## src/rtl/cpn_pkg.sv

```systemverilog
// ----------------------------------------------------------------------------
// cpn_pkg: shared constants and types
// Widths, reset values and the data records handed between the cells of the
// normalized cross product pipeline.
// ----------------------------------------------------------------------------
package cpn_pkg;

  localparam int unsigned CompW       = 16;  // Q2.14 input component
  localparam int unsigned MagW        = 32;  // |cross component|, Q4.28
  localparam int unsigned SqW         = 64;  // squared length
  localparam int unsigned RootW       = 32;  // length
  localparam int unsigned FracShift   = 14;  // Q1.14 result scale
  localparam int unsigned NumW        = MagW + FracShift;
  localparam int unsigned QuoW        = FracShift + 1;
  localparam int unsigned FrontStages = 4;
  localparam int unsigned SqrtCells   = RootW;
  localparam int unsigned DivCells    = QuoW;
  localparam int unsigned Depth       = FrontStages + SqrtCells + DivCells + 1;

  localparam logic [RootW-1:0] MinLenReset = 32'd26844;

  // record moving down the square root cells
  typedef struct packed {
    logic [SqW-1:0]            rem;
    logic [RootW-1:0]          root;
    logic [2:0]                sgn;
    logic [2:0][MagW-1:0]      mag;
  } cpn_sqrt_t;

  // record moving down the divider cells, three lanes side by side
  typedef struct packed {
    logic [RootW-1:0]          len;
    logic [2:0]                sgn;
    logic [2:0][NumW-1:0]      rem;
    logic [2:0][QuoW-1:0]      quo;
  } cpn_div_t;

endpackage

```

## src/rtl/cpn_div_cell.sv

```systemverilog
// ----------------------------------------------------------------------------
// cpn_div_cell: one quotient bit, three lanes
// Restoring division step of |r| * 2^14 by the length.
// ----------------------------------------------------------------------------
module cpn_div_cell import cpn_pkg::*; #(
  parameter int unsigned K = 0
) (
  input  logic     clk_i,
  input  logic     en_i,
  input  cpn_div_t d_i,
  output cpn_div_t d_o
);

  logic [NumW:0] lsh;
  logic [2:0]    take;
  cpn_div_t      d_d, d_q;

  assign lsh = {{(NumW+1-RootW){1'b0}}, d_i.len} << K;

  always_comb begin
    d_d = d_i;
    for (int i = 0; i < 3; i++) begin
      take[i] = {1'b0, d_i.rem[i]} >= lsh;
      if (take[i]) begin
        d_d.rem[i]    = d_i.rem[i] - lsh[NumW-1:0];
        d_d.quo[i][K] = 1'b1;
      end
    end
  end

  always_ff @(posedge clk_i) begin
    if (en_i) begin
      d_q <= d_d;
    end
  end

  assign d_o = d_q;

endmodule
```

## config.mk

```make
export PLATFORM = sky130hd
export DESIGN_NAME = cpn_div_cell
export DESIGN_NICKNAME = d
export VERILOG_FILES = /design/src/rtl/cpn_pkg.sv /design/src/rtl/cpn_div_cell.sv
export SDC_FILE = /design/constraint.sdc
export NUM_CORES = 1
export LEC_CHECK = 0
export ABC_AREA = 0
export BUFFER_PORTS_ARGS = -buffer_cell sky130_fd_sc_hd__buf_2
export CORE_MARGIN = 4
export CORE_UTILIZATION = 47
export DETAILED_ROUTE_END_ITERATION = 8
export PLACE_DENSITY = 0.77
export SETUP_SLACK_MARGIN = 0.05
export SLEW_MARGIN = 20
export SYNTH_ARGS = -nofsm -noshare
export SYNTH_HDL_FRONTEND = slang
export SYNTH_SLANG_ARGS = --single-unit
```

## constraint.sdc

```tcl
create_clock -name clk_i -period 3.1 [get_ports clk_i]
set_clock_uncertainty 0.15 [all_clocks]
set_input_delay 0.155 -clock clk_i [delete_from_list [all_inputs] [get_ports clk_i]]
set_output_delay 0.155 -clock clk_i [all_outputs]
set_load 0.02 [all_outputs]
```

# After elaboration in Yosys (flattened, before gate mapping)
# Index checks and enable logic that the tools add are counted.
word_totals:
  input_bits: 220
  word_cells: 20
  regBits: 218
  output_inout_bits: 218
classes:
  n_addsub: 3
  muxes: 3
  n_lt_le_gt_ge: 3
op_table:
  columns: ["cell", "count"]
  rows:
  - ["$ge 46x32->1", 3]
  - ["$mux 46", 3]
  - ["$sub 46x32->46", 3]

# Longest topological paths before layout
# Gate-level depths: netlist (run 1).
logic_depth:
  depth_word: 2
  mapped_depth: 14
  mapped_depth_nobuf: 13

# Least setup slack after synthesis (run 1)
# No wires, ideal clock.
synth_path:
  path_type: "input-to-reg"
  startpoint: "input d_i[137] (netlist name)"
  endpoint: "register d_q, in the netlist d_o[161], data pin"
  cell_stages: 13
  n_path_buf: 2
  required_time_ps: 2688
  arrival_time_ps: 2718
  slack_ps: -30
  setup_ps: 262
  path_cell_list: "inv_1 ha_1 inv_1 fa_1 a21o_1 a221o_1 a21oi_1 o21ai_1 a211oi_1 o31ai_2 buf_2 buf_2 mux2_1"
synth_rtl:
  columns: ["item", "line", "text"]
  rows:
  - ["from (decl)", "cpn_div_cell.sv:10", "input cpn_div_t d_i,"]
  - ["to (signal assigned)", "cpn_div_cell.sv:33", "d_q <= d_d;"]
  - ["to (decl)", "cpn_div_cell.sv:16", "cpn_div_t d_d, d_q;"]

==> results.tsv, run 1 <==
stage	metric	value	unit
timing	period utilisation layout	96.5	%
cells_and_area	layout cell share with drive strength beyond 1	36.5	%
timing	final critical-path required period	2990	ps
timing	Worst Max-Slew Pin Slew	478	ps
synth	Mapped Avg Cell Area	10.2	um2
cells_and_area	max reg flops	218	
pwr	Max VDD drop	0.428	mV
placed_design	placed cell count	2428	
global_route	first-pass GRT wire length	84.2	mm
pwr	Lkg Pwr	0.00975	uW
critical_path	Most common cell on crit path	buf_4	
timing	Slew Limit Fails	0	
synth	synth unique cells	75	
drt	Post-DRT Antenna Nets	0	
clock_tree	CTS buffer count	24	
floorplanning	CORE AREA	29100	um2
pwr	Tot Pwr	10100	uW
critical_path	Critical Path Start Type	input port	
clock_tree	Clock Pin Slew Worst Setup and Hold Paths	60	ps
timing	Rel. slew slack	67.3	%
synth	ys async rst share	0	%
floorplanning	I/O Pins	438	
global_route	overall routing resource usage	32.3	%
synth	commonest cells in the netlist	218 x edfxtp_1, 172 x a21oi_1, 132 x nor2_1, 99 x nand2_1, 96 x ha_1	
placed_design	DP HPWL	40.2	mm
cells_and_area	Final Non-Filler Cells	2701	
min_path	Hold Path Class	in2reg	
outcome	outcome	finished clean	
synth	synth top area cells	edfxtp_1 47%, ha_1 8.6%, a21oi_1 6.1%	
floorplanning	die area	32700	um2
global_route	gr ovfl total	0	
placed_design	GP Congestion	0.982	
synth	sequential area share after synthesis	46.7	%
drt	total wire length	55.7	mm
drt	first-pass iteration count of the detailed router	6	
synth	most frequent cell after synthesis	edfxtp_1	
timing	endpoints failing setup	0	
clock_tree	CTS Buffer Depth	3	
floorplanning	Initial Utilization	48.2	%
timing	Max Freq	334	MHz
synth	cell count after synthesis	1379	
floorplanning	DIE WIDTH	181	um
timing	Hold WS	30.7	ps
critical_path	CP endpoint kind	register	
cells_and_area	Layout Nets	2615	
critical_path	Critical Path, Cell by Cell	dlygate4sd3_1 -> buf_2 -> ha_1 -> a21oi_1 -> o21ai_0 -> a311oi_1 -> buf_4 -> nor3_2 -> o31ai_4 -> a31oi_2 -> o311a_1 -> buf_4 -> xor2_1	
drt	Routed WL per cell	20.6	um
floorplanning	Die Span Y	181	um
critical_path	CP required	3220	ps
clock_tree	TritonCTS clock tree	done	
synth	synthesis warning total	0	
synth	Cell Area, Synth	14000	um2
synth	number of flops mapped to enable cells by yosys	218	
timing	Final Hold Viols	0	
critical_path	crit path DAT	3110	ps
drt	via count	15016	
timing	unrepaired setup endpoints after global routing	true	
pwr	PD cells	460	nW/um2
clock_tree	H-tree Lvls	1	
synth	Yosys top cell area share	46.7	%
drt	DR DRC count	0	
critical_path	largest stage delay on the critical path	540	ps
synth	Top FF cell, synth	edfxtp_1	
floorplanning	row cnt	62	
job	Max-cap violations	0	
synth	Mapped Nets	1698	
global_route	vias in the first global route	15416	
placed_design	number of port buffers	437	
critical_path	Setup CP Type	in2reg	
global_route	largest net degree at the start of global routing	59	
clock_tree	Clock Sinks	218	
critical_path	CP max stage cell	dlygate4sd3_1	
drt	Vias/cell	5.56	
synth	FF+latch count, synth	218	
drt	initial DRC count	1332	
synth	Synth area leader	edfxtp_1	
timing	Setup TNS	0	ps
cells_and_area	P&R area growth vs syn	56.7	%
critical_path	Worst Path Max Fanout	4	
global_route	initial antenna violation count	6	
clock_tree	CTS root buf	clkbuf_16	
==> layout by cell type (no fill, tap or decap), drive strengths merged, types with 11 or more instances in the layout <==
cell         netlist  routed
nand2b            18      18
o21bai            14      14
a31oi             15      15
mux2              22      22
dlygate4sd3        0     218
buf               16     721
nand4             23      23
nor2             133     133
xnor2             74      74
nand2             99      99
ha                96      96
o211ai            14      14
or4               11      11
inv               64      65
nor4              11      11
nor2b             14      14
o21ai             68      68
nor3              27      27
clkbuf            33      29
a21o              34      34
o21a              11      11
xor2              55      55
a21oi            173     173
edfxtp           218     218
nand3             29      29
==> per-layer routing <==
metal | track usage [%] | up-vias | routed length (um)
li1 | - | 6985 | -
met1 | 37.6 | 7072 | 20700
met2 | 58.2 | 782 | 28000
met3 | 6.54 | 173 | 4590
met4 | 12.7 | 4 | 2440
met5 | 0 | - | 25
==> cells by family after synthesis <==
logic type	Yosys count	synth area share, %
AOI/OAI and AO/OA	385	16.9
xor gates and xnor gates	129	8.06
adders and majority gates	99	9.00
buffers and inverters	113	3.17
DFF	218	46.7
muxes	22	1.77
and+or+nand+nor	413	14.5
==> repair_timing <==
action | CTS | global route
hold endpoints to repair | 272 | 0
buffers inserted | 0 | 7
gates resized for setup | 0 | 58
endpoints found under the setup margin | 0 | 94
hold buffers | 219 | 0
==> worst paths after layout <==
kind                  startpoint  endpoint  slack, ps  cells after the start
worst max-delay path     d_i[58]   d_o[77]        110                     13
worst min-delay path     d_i[91]   d_o[91]         30                      4
==> worst max-delay path: cells and delay by family <==
| family | cells | cell delay [ps] |
|---|---|---|
| compound gates | 6 | 1390 |
| buf+inv | 4 | 1030 |
| fa+ha+maj | 1 | 330 |
| xor+xnor | 1 | 140 |
| simple gates | 1 | 50 |
==> cell type report <==
class | count | area (um2)
Clock buffer | 29 | 641
Timing Repair Buffer | 940 | 6600
Tap cell | 384 | 480
Clock inverter | 14 | 151
Fill cell | 1953 | 7120
Antenna cell | 4 | 10.0
Sequential cell | 218 | 6550
Inverter | 64 | 240
Multi-Input combinational cell | 1048 | 7300
==> through the flow <==
step / area, um2 / setup WS, ps / utilization (%)
3_3_place_gp: 18700 / -231 / 64.2
6_report: 22000 / 110 / 75.5
5_1_grt: 22000 / 20.7 / 75.5
4_1_cts: 21600 / 57.7 / 74.4
3_5_place_dp: 18700 / -257 / 64.2
2_1_floorplan: 14000 / 61.6 / -
==> where the power goes <==
group | switching [uW] | internal, uW
logic | 1900 | 1480
clock network | 1190 | 1720
registers | 117 | 3700
No activity file was read; power rests on OpenSTA's default activity.
==> run 2: changes to the inputs <==
RECOVER_POWER = 25   (was unset)
==> run 2 against run 1 <==
Compared with the run above:
- the run now ends with max-capacitance violations, max-slew violations left
- non-clock buffer count unchanged
- final cell count unchanged
- clock power barely moved
- die area unchanged
- via count is 0.15% higher
==> results.tsv, run 2 (synthesis results as in run 1) <==
stage	metric	value	unit	change
timing	Rel. slew slack	-10.6	%	-78 points
floorplanning	DIE WIDTH	181	um	unchanged
floorplanning	CORE AREA	29100	um2	unchanged
global_route	vias in the first global route	15416		unchanged
global_route	largest net degree at the start of global routing	59		unchanged
cells_and_area	Layout Nets	2615		unchanged
drt	via count	15039		+0.15%
critical_path	Setup CP Type	in2reg		
critical_path	WP buf/inv	4		unchanged
timing	unrepaired setup endpoints after global routing	true		
timing	final critical-path required period	3000	ps	+12.7 ps
cells_and_area	max reg flops	218		unchanged
timing	Worst Max-Slew Pin Slew	1660	ps	+1180 ps
drt	DR DRC count	0		unchanged
clock_tree	CTS root buf	clkbuf_16		
floorplanning	die area	32700	um2	unchanged
placed_design	GP Congestion	0.982		unchanged
cells_and_area	most frequent cells in the layout	373 x buf_2, 277 x buf_4, 218 x edfxtp_1, 218 x dlygate4sd3_1, 165 x a21oi_1		
drt	initial DRC count	1189		-11%
cells_and_area	Fillers	1997		+2.3%
cells_and_area	layout cell share with drive strength beyond 1	33.9	%	-2.6 points
timing	period utilisation layout	96.9	%	+0.41 points
clock_tree	H-tree Lvls	1		unchanged
placed_design	DP HPWL	40.2	mm	unchanged
clock_tree	Clock Pin Slew Worst Setup and Hold Paths	60	ps	about the same
critical_path	Most common cell on crit path	buf_4		
pwr	Max VDD drop	0.428	mV	about the same
critical_path	CP required	3220	ps	about the same
timing	Setup TNS	0	ps	unchanged
placed_design	number of port buffers	437		unchanged
clock_tree	Clock Sinks	218		unchanged
clock_tree	CTS Buffer Depth	3		unchanged
placed_design	placed cell count	2428		unchanged
drt	Routed WL per cell	20.6	um	about the same
timing	final worst slack	97.0	ps	-12.7 ps
timing	endpoints failing setup	0		unchanged
floorplanning	Die Span Y	181	um	unchanged
critical_path	Critical Path Start Type	input port		
cells_and_area	P&R area growth vs syn	56.1	%	
outcome	failing checks	max-capacitance violations, max-slew violations		
cells_and_area	Final Non-Filler Cells	2701		unchanged
drt	Vias/cell	5.57		+0.15%
clock_tree	CTS buffer count	24		unchanged
critical_path	cell family with most CP delay	compound AO/OA/AOI/OAI gates		
placed_design	dpl ws	-257	ps	unchanged
timing	Final Hold Viols	0		unchanged
pwr	PD cells	460	nW/um2	+0.18%
timing	Max Freq	333	MHz	-0.42%
drt	first-pass iteration count of the detailed router	8		+2
drt	Post-DRT Antenna Nets	0		unchanged
timing	Slew Limit Fails	57		+57
global_route	first-pass GRT wire length	84.2	mm	unchanged
job	Max-cap violations	1		+1
critical_path	crit path DAT	3130	ps	+20 ps
min_path	Hold Path Class	in2reg		
critical_path	largest stage delay on the critical path	540	ps	about the same
floorplanning	row cnt	62		unchanged
floorplanning	I/O Pins	438		unchanged
clock_tree	TritonCTS clock tree	done		
global_route	gr ovfl total	0		unchanged
critical_path	CP endpoint kind	register		
floorplanning	Initial Utilization	48.2	%	unchanged
critical_path	CP max stage cell	dlygate4sd3_1		
critical_path	Worst Path Max Fanout	4		unchanged
cells_and_area	commonest non-fill, non-tap cell in the layout	buf_2		
timing	Hold WS	33.5	ps	+2.78 ps
outcome	outcome	complete, but fails checks		
drt	total wire length	55.7	mm	about the same
critical_path	Critical Path, Cell by Cell	dlygate4sd3_1 -> buf_2 -> ha_1 -> a21oi_1 -> o21ai_0 -> a311oi_1 -> buf_4 -> nor3_2 -> o31ai_4 -> a31oi_2 -> o311a_1 -> buf_4 -> xor2_1		
pwr	Lkg Pwr	0.00958	uW	-1.7%
global_route	initial antenna violation count	6		unchanged
global_route	overall routing resource usage	32.3	%	unchanged
## run 2: changes by cell type in the layout (fill, tap and decap cells not counted), sizes merged
cell | before | now
clkbuf | 29 | 92
buf | 721 | 658
## run 2: metrics by stage
step	utilization [%]	total power, uW	cell area (um2)
CTS	74.4	9990	21600
finish	75.2	10100	21900
detailed placement	64.2	6870	18700
floorplan	-	5490	14000
global placement	64.2	6830	18700
global route	75.2	10500	21900
## run 2: path summary, 6_finish.rpt
| path | start | end | slack [ps] | cells past startpoint |
|---|---|---|---|---|
| hold / removal | d_i[91] | d_o[91] | 30 | 4 |
| setup / recovery | d_i[58] | d_o[77] | 100 | 13 |
## run 2: timing repair
action | in CTS | in global routing
resized for setup | 0 | 58
buffers inserted | 0 | 7
setup endpoints to repair | 0 | 94
hold buffers | 219 | 0
hold endpoints to repair | 272 | 0
## run 2: final cells by class
class                      count  area [um2]  share of cell area [%]
inverter                      64         240                    1.10
antenna                        4        10.0                  0.0457
clock buffer                  29         641                    2.93
tap                          384         480                    2.20
sequential                   218        6550                    29.9
multi-input combinational   1048        7300                    33.4
clock inverter                14         151                   0.692
timing repair buffer         940        6520                    29.8
## run 2: power by group
part           total, uW  switching, uW  leakage [uW]  internal (uW)
logic               3360           1890       0.00706           1460
registers           3810            117       0.00213           3700
clock network       2910           1190      0.000388           1720
## run 2: layer usage
metal / global-route usage (%) / routed length, um
met5: 0 / 26
met4: 12.7 / 2470
met3: 6.54 / 4540
met2: 58.2 / 28000
met1: 37.6 / 20700
