--- config.mk ---
export PLATFORM = sky130hd
export DESIGN_NAME = cpn_sqrt_cell
export DESIGN_NICKNAME = d
export VERILOG_FILES = /design/src/rtl/cpn_pkg.sv /design/src/rtl/cpn_sqrt_cell.sv
export SDC_FILE = /design/constraint.sdc
export NUM_CORES = 1
export LEC_CHECK = 0
export BUFFER_PORTS_ARGS = -buffer_cell sky130_fd_sc_hd__buf_2
export CAP_MARGIN = 30
export CORE_AREA = 2 2 152 154
export CTS_BUF_LIST = sky130_fd_sc_hd__clkbuf_2
export CTS_CLUSTER_SIZE = 28
export DETAILED_ROUTE_END_ITERATION = 16
export DIE_AREA = 0 0 154 156
export PLACE_DENSITY_LB_ADDON = 0.25
export SLEW_MARGIN = 20
export SYNTH_ARGS = -nofsm -noshare
export SYNTH_HDL_FRONTEND = slang
export SYNTH_SLANG_ARGS = --single-unit
--- constraint.sdc ---
create_clock -name clk_i -period 4.8 [get_ports clk_i]
set_input_delay 0.96 -clock clk_i [delete_from_list [all_inputs] [get_ports clk_i]]
set_output_delay 0.96 -clock clk_i [all_outputs]
set_load 0.05 [all_outputs]
--- src/rtl/cpn_pkg.sv ---
// ----------------------------------------------------------------------------
// cpn_pkg: shared constants and types
// Widths, reset values and the data records handed between the cells of the
// normalized cross product pipeline.
// ----------------------------------------------------------------------------
package cpn_pkg;

  localparam int unsigned CompW       = 16;  // Q2.14 input component
  localparam int unsigned MagW        = 32;  // |cross component|, Q4.28
  localparam int unsigned SqW         = 64;  // squared length
  localparam int unsigned RootW       = 32;  // length
  localparam int unsigned FracShift   = 14;  // Q1.14 result scale
  localparam int unsigned NumW        = MagW + FracShift;
  localparam int unsigned QuoW        = FracShift + 1;
  localparam int unsigned FrontStages = 4;
  localparam int unsigned SqrtCells   = RootW;
  localparam int unsigned DivCells    = QuoW;
  localparam int unsigned Depth       = FrontStages + SqrtCells + DivCells + 1;

  localparam logic [RootW-1:0] MinLenReset = 32'd26844;

  // record moving down the square root cells
  typedef struct packed {
    logic [SqW-1:0]            rem;
    logic [RootW-1:0]          root;
    logic [2:0]                sgn;
    logic [2:0][MagW-1:0]      mag;
  } cpn_sqrt_t;

  // record moving down the divider cells, three lanes side by side
  typedef struct packed {
    logic [RootW-1:0]          len;
    logic [2:0]                sgn;
    logic [2:0][NumW-1:0]      rem;
    logic [2:0][QuoW-1:0]      quo;
  } cpn_div_t;

endpackage

--- src/rtl/cpn_sqrt_cell.sv ---
// ----------------------------------------------------------------------------
// cpn_sqrt_cell: one root bit of the integer square root
// Tries root bit K against the remainder and registers the record.
// ----------------------------------------------------------------------------
module cpn_sqrt_cell import cpn_pkg::*; #(
  parameter int unsigned K = 0
) (
  input  logic      clk_i,
  input  logic      en_i,
  input  cpn_sqrt_t d_i,
  output cpn_sqrt_t d_o
);

  logic [SqW+1:0] trial;
  logic           take;
  cpn_sqrt_t      d_d, d_q;

  // (root + 2^K)^2 - root^2 = root*2^(K+1) + 2^(2K)
  assign trial = ({{(SqW+2-RootW){1'b0}}, d_i.root} << (K + 1))
               + ({{(SqW+1){1'b0}}, 1'b1} << (2 * K));
  assign take  = {2'b00, d_i.rem} >= trial;

  always_comb begin
    d_d = d_i;
    if (take) begin
      d_d.rem     = d_i.rem - trial[SqW-1:0];
      d_d.root[K] = 1'b1;
    end
  end

  always_ff @(posedge clk_i) begin
    if (en_i) begin
      d_q <= d_d;
    end
  end

  assign d_o = d_q;

endmodule

# Yosys cells after proc, flatten, opt, wreduce, memory -nomap -nowiden
# Cells that the tools add are included.
[word_totals] ram_bits=0 ff_bits=195 word_cells=11 latch_bits=0 inputBits=197 output_inout_bits=195 romBits=0 n_memories=0
[op_classes] n_shift=0 n_lt_le_gt_ge=1 mux=1 n_mul=0 add_sub_neg=2 div_mod_pow=0 reduce_logical=0 bitwise=0 n_eq_ne=0
[op_table] cell="$ge A64 B34 Y1" count=1
[op_table] cell="$mux W64" count=1
[op_table] cell="$sub A64 B34 Y64" count=1
[op_table] cell="$add A33 B1 Y34 const B" count=1

# Logic depth before layout (Yosys ltp)
# Gate-level depths: netlist of run 1.
[logic_depth] depth_word=3 depth_mapped=13 ltp_nobuf=11

# Least setup slack after synthesis of run 1
# No wires, ideal clock.
[synth_timing] path_kind="input-to-reg" from="input port d_i[177] in the netlist's numbering" to="register d_q, in the netlist d_o[184] (data pin)" n_path_buf=3 path_stages=11 path_slack_ns=1.160 t_arrival_ns=3.374 setup_ns=0.266 required_ns=4.534 path_cell_list="or4_1 > or4b_1 > buf_2 > nand4bb_1 > a31o_1 > a221o_1 > buf_2 > nand4b_4 > buf_6 > nor3_1 > xor2_1"
[synth_lines] element="start, declared" line="cpn_sqrt_cell.sv:10" source="input cpn_sqrt_t d_i,"
[synth_lines] element="end signal, assigned" line="cpn_sqrt_cell.sv:33" source="d_q <= d_d;"
[synth_lines] element="end, declared" line="cpn_sqrt_cell.sv:16" source="cpn_sqrt_t d_d, d_q;"

==> results of run 1 <==
[per-stage QoR]
stage | setup WS (ns) | util, % | instance area, µm²
2_1_floorplan | 1.16 | - | 8980
3_3_place_gp | 0.757 | 50.3 | 11300
3_5_place_dp | 0.710 | 50.3 | 11300
4_1_cts | 1.63 | 51.6 | 11500
5_1_grt | 1.39 | 51.6 | 11500
6_report | 1.53 | 51.6 | 11500
[routing by layer]
layer / up-vias / part of all wire (%) / track usage, %
met5: - / 0.18 / 0
met4: 6 / 1.7 / 4.85
met3: 29 / 7.8 / 7.06
met2: 280 / 51 / 37.8
met1: 3387 / 39 / 24.6
li1: 3407 / - / -
[cell usage after synthesis (2+ instances only)]
library cell and count:
nor2_1 58, a31oi_1 5, edfxtp_1 195, nand2_1 45, nand3_1 12, nor3_1 20, nand4_1 11, a211oi_1 3
and2_1 2, inv_1 40, buf_2 6, clkbuf_1 12, xnor2_1 26, o211a_1 2, nor2b_1 2, ha_1 33
o21ai_0 35, a211o_1 2, or2_2 4, o21a_1 3, o211ai_1 6, nand2b_1 4, nor4_1 11, and3_1 2
a21o_1 7, a21oi_1 69, or4_1 8, buf_6 2, or3_1 7, xor2_1 36, a221o_1 2, o21bai_1 5
[report_power, final]
part           internal [mW]  switching (mW)
Clock                  0.191           0.662
Sequential              2.06          0.0387
Combinational          0.302           0.917
[path summary, 6_finish.rpt]
check / from / end / slack [ns] / cells past startpoint
setup / recovery: d_i[116] / d_o[188] / 1.53 / 11
hold / removal: d_i[11] / d_o[11] / 0.32 / 1
[logic make-up (layout without fill, tap and decap cells)]
logic type / after synthesis / count (layout) / share of synthesized area [%]
simple gates: 197 / 197 / 11.1
buf+inv: 60 / 468 / 2.76
flops: 195 / 195 / 65.2
mux: 1 / 1 / 0.125
other cells: 0 / 4 / 0
compound gates: 151 / 151 / 10.0
xor+xnor: 62 / 62 / 6.04
fa+ha+maj: 34 / 34 / 4.82
[layout by cell type (no fill, tap or decap), types with 2 or more instances in the layout]
cell      count
a211o_1       2
a211oi_1      3
a21o_1        7
a21oi_1      69
a31oi_1       5
and2_1        2
and3_1        2
buf_2       390
buf_4         4
clkbuf_2     18
clkinv_8      6
diode_2       4
edfxtp_1    195
ha_1         33
inv_1        40
inv_12        2
inv_6         5
nand2_1      45
nand2b_1      4
nand3_1      12
nand4_1      11
nor2_1       58
nor2b_1       2
nor3_1       20
nor4_1       11
o211a_1       2
o211ai_1      6
o21a_1        3
o21ai_0      35
o21bai_1      5
or2_2         4
or3_1         7
or4_1         8
xnor2_1      26
xor2_1       36
[worst max-delay path, delay by kind of cell]
kind / cells / cell delay, ns
AOI/OAI and AO/OA: 4 / 1.31
xor gates and xnor gates: 1 / 0.12
adders and majority gates: 1 / 0.43
buffers and inverters: 2 / 0.16
and+or+nand+nor: 3 / 0.81
[area by class of cell]
cell class	count	area, µm²
Clock inverter	14	183
Tap cell	285	357
Clock buffer	18	90.1
Multi-Input combinational cell	445	2880
Antenna cell	4	10.0
Fill cell	2039	10800
Timing Repair Buffer	396	2020
Inverter	40	150
Sequential cell	195	5860
==> impl_metrics.json, run 1 <==
{
  "hold_violations": 0,
  "synth_cell_type_count": 57,
  "cts-htree-levels": 4,
  "setup-violations-final": 0,
  "max_freq_mhz": 306,
  "die_x_um": 154,
  "netlist_top_cells_area": "edfxtp_1 65%, ha_1 4.6%, a21oi_1 3.8%, xor2_1 3.5%, xnor2_1 2.5%",
  "synth_edf_count": 195,
  "yosysWarningCount": 0,
  "dr.pass1.iters": 5,
  "critical_path_class": "in2reg",
  "ctsResizeCount": 0,
  "ios": 392,
  "grt_start_max_net_pins": 85,
  "cts_sinks": 195,
  "crit_path_start_kind": "input port",
  "netlist.area_leader.share_pct": 65.2,
  "vias": 7109,
  "p_per_area_nw_per_um2": 361,
  "outcome": "completed",
  "synthesis.nets": 931,
  "antenna_found_initial": 6,
  "synth_seq_cells": 195,
  "hpwlAfterDp_um": 21000,
  "endpoint_kind": "register",
  "async_reset_ff_share_pct": 0,
  "path_cells": "buf_2 -> inv_1 -> ha_1 -> nand2_1 -> o21ai_1 -> a21oi_1 -> o41ai_1 -> a221o_2 -> nand4b_4 -> nor4_1 -> xor2_1",
  "vias_per_cell": 5.09,
  "power_mw": 4.17,
  "slew_headroom_pct": 55.6,
  "irDropWorstVdd_v": 0.000201,
  "cts_max_path_buffers": 2,
  "fin_nets": 1326,
  "synthCells": 700,
  "fin_crit_sh_pct": 68.1,
  "dp_cells": 1361,
  "clk_pin_slew_ns": 0.35,
  "tns_ns": 0,
  "cts_setup_buffers": 0,
  "grt_pass1_wl_um": 38400,
  "grt_pass1_vias": 6677,
  "synth_flop_cell": "edfxtp_1",
  "synth-seq-area-share_pct": 65.2,
  "cap_violations": 0,
  "cp.required_ns": 5.33,
  "rsz0062_at_grt": "false",
  "start_util_pct": 40.2,
  "first_iter_violations": 353,
  "syn2layout_area_growth_pct": 28.5,
  "postCtsHoldBufs": 0,
  "drc_errors": 0,
  "cts_buffers": 17,
  "leakage_nw": 4.92,
  "wl_per_cell_um": 19.0,
  "totalWireLength_um": 26500,
  "drive_above_1_share_pct": 39.7,
  "die-area_um2": 24000,
  "antenna_left": 0,
  "crit_arrival_ns": 3.80,
  "row_count": 55,
  "grt_usage_pct": 21.1,
  "whs_ns": 0.324,
  "layout_min_cycle_time_ns": 3.27,
  "critPathSlowestCell": "o41ai_1",
  "max_stage_delay_ns": 0.56,
  "grt.overflow.total": 0,
  "largest_reg_flops": 195,
  "fp.coreArea_um2": 22400,
  "maxSlewViolCount": 0,
  "syn_avg_cell_area_um2": 12.8,
  "clockRootBuffer": "clkbuf_2",
  "synth_area_um2": 8980,
  "synth_area_leader_cell": "edfxtp_1",
  "io_buffers": 391,
  "die_h_um": 156,
  "fin_cells": 1397,
  "cts_tree": "yes",
  "min-delay-path-class": "in2reg",
  "place.gp.congestion": 0.903,
  "tightest_slew_ns": 0.657,
  "cp_max_fo": 15
}
Power figures use the tool's default switching activity.
==> inputs of run 2 (changes only) <==
clock period = 2.9 ns   (was 4.8 ns; I/O delays follow)
==> run 2 against run 1 <==
First-iteration DRC count is 48% higher. Critical path type unchanged. The run now ends with negative setup slack left. Sequential power is 66% higher. Count of clock-buffer cells in the layout is 1 lower.
==> impl_metrics.json, run 2 (synthesis gave the netlist of run 1 again) <==
{
  "outcome": "finished, violations left",
  "violations": "negative setup slack",
  "cp_max_fo": 7,
  "cts_max_path_buffers": 2,
  "vias": 8346,
  "ios": 392,
  "maxSlewViolCount": 0,
  "wl_per_cell_um": 18.1,
  "cp.required_ns": 3.48,
  "path_cells": "dlygate4sd3_1 -> buf_2 -> inv_1 -> ha_1 -> buf_4 -> a21oi_1 -> o21ai_0 -> nor3_1 -> o41ai_2 -> a221o_2 -> nand4b_4 -> clkbuf_4 -> nor3_1 -> xor2_1",
  "critPathSlowestCell": "dlygate4sd3_1",
  "io_buffers": 391,
  "layout_min_cycle_time_ns": 2.92,
  "fin_nets": 1630,
  "die-area_um2": 24000,
  "fin_crit_sh_pct": 101,
  "max_freq_mhz": 342,
  "final_core_util_pct": 64.0,
  "setup-violations-final": 1,
  "die_h_um": 156,
  "cap_violations": 0,
  "largest_reg_flops": 195,
  "clockRootBuffer": "clkbuf_2",
  "setup_ws_ns": -0.0210,
  "hpwlAfterDp_um": 22400,
  "cts_sinks": 195,
  "cts-htree-levels": 4,
  "max_stage_delay_ns": 0.53,
  "totalWireLength_um": 30800,
  "slew_headroom_pct": 58.9,
  "combPwrFrac_pct": 33.4,
  "critical_path_class": "in2reg",
  "cpMostUsedCell": "nor3_1",
  "drc_errors": 0,
  "antenna_found_initial": 8,
  "grt_start_max_net_pins": 69,
  "grt_usage_pct": 24.7,
  "cts_tree": "yes",
  "crit_arrival_ns": 3.50,
  "grt.overflow.total": 0,
  "power_frac_seq_pct": 47.4,
  "final_common_cell": "buf_2",
  "whs_ns": 0.104,
  "rsz0062_at_grt": "true",
  "power.internal_mw": 4.55,
  "irDropWorstVdd_v": 0.000241,
  "endpoint_kind": "register",
  "vias_per_cell": 4.90,
  "first_iter_violations": 521,
  "dr.pass1.iters": 8,
  "syn2layout_area_growth_pct": 59.2,
  "crit_path_start_kind": "input port",
  "switching_share_pct": 38.2,
  "final_cell_mix": "390 x buf_2, 195 x edfxtp_1, 167 x buf_4",
  "leakage_nw": 6.33,
  "critPathCapture": "d_o[184]",
  "cts_buffers": 17,
  "grt_pass1_vias": 8367,
  "antenna_left": 0,
  "drive_above_1_share_pct": 44.5,
  "row_count": 55,
  "hold_violations": 0,
  "place.gp.congestion": 0.875,
  "die_x_um": 154,
  "start_util_pct": 40.2,
  "clk_pin_slew_ns": 0.31,
  "grt_pass1_wl_um": 45400,
  "p_per_area_nw_per_um2": 515,
  "p_sw_mw": 2.81,
  "power_mw": 7.36,
  "tightest_slew_ns": 0.610,
  "fp.coreArea_um2": 22400,
  "clockPowerShare_pct": 19.2,
  "min-delay-path-class": "in2reg",
  "crit_start": "d_i[127]"
}
==> run 2: cell count changes in the layout (fill, tap and decap cells not counted), moves of 4 or more <==
| cell | previous run | this run |
|---|---|---|
| buf_12 | 1 | 5 |
| buf_4 | 4 | 167 |
| nor4_2 | 1 | 5 |
| nor4_1 | 11 | 7 |
| a21oi_2 | 0 | 4 |
| dlygate4sd3_1 | 0 | 134 |
| a21oi_1 | 69 | 65 |
==> run 2: how the worst min path moves through the flow <==
stage / from / cells past startpoint / end
after floorplan: d_i[0] / 0 / d_o[0]
after global placement: d_i[37] / 1 / d_o[37]
after detailed placement: d_i[14] / 1 / d_o[14]
after CTS: d_i[155] / 3 / d_o[155]
after global routing: d_i[155] / 3 / d_o[155]
final: d_i[162] / 3 / d_o[162]
==> run 2: cell type report <==
class / instances / area, µm²
inverters: 40 / 150
well taps: 285 / 357
repair buffers: 700 / 4690
multi-input cells: 445 / 2980
clock inverters: 15 / 178
fillers: 1825 / 8060
clock buffers: 17 / 85.1
flip-flops and latches: 195 / 5860
diodes: 5 / 12.5
==> run 2: worst max-delay path: cells and delay by family <==
family                     cells  cell delay, ns
AOI/OAI and AO/OA              4            0.98
xor gates and xnor gates       1            0.16
adders and majority gates      1            0.30
buffers and inverters          5            1.03
and+or+nand+nor                3            0.46
==> run 2: stage by stage <==
step | setup TNS (ns) | std cells | worst slack [ns] | instance area [µm²]
floorplan | -13.23 | 700 | -0.340 | 9040
global placement | -28.96 | 1528 | -0.547 | 12600
detailed placement | -30.54 | 1528 | -0.571 | 12600
CTS | 0 | 1694 | 0.0122 | 14200
global route | -0.0317 | 1701 | -0.0243 | 14300
finish | -0.0210 | 1702 | -0.0210 | 14300
==> run 2: timing repair <==
item / in CTS / in global routing
hold endpoints to repair: 134 / 0
buffers inserted: 0 / 3
gates resized for setup: 0 / 15
endpoints found under the setup margin: 0 / 33
hold buffers: 134 / 0
==> run 2: power by group through the flow <==
stage | registers, mW | clock network (mW) | logic (mW)
after global routing | 3.51 | 1.55 | 2.59
final | 3.49 | 1.42 | 2.46
after CTS | 3.48 | 1.45 | 2.42
after floorplan | 4.49 | 0 | 0.467
after global placement | 3.54 | 0 | 2.26
after detailed placement | 3.54 | 0 | 2.27
==> run 2: per-layer routing <==
| metal | GRT usage [%] | up-vias | wire, µm | share of wire (%) |
|---|---|---|---|---|
| met2 | 43.6 | 338 | 15900 | 51 |
| met4 | 9.43 | 2 | 875 | 2.8 |
| met1 | 29.5 | 3925 | 12100 | 39 |
| met3 | 5.33 | 55 | 1920 | 6.2 |
| li1 | - | 4026 | - | - |
| met5 | 0 | - | 13 | 0.042 |
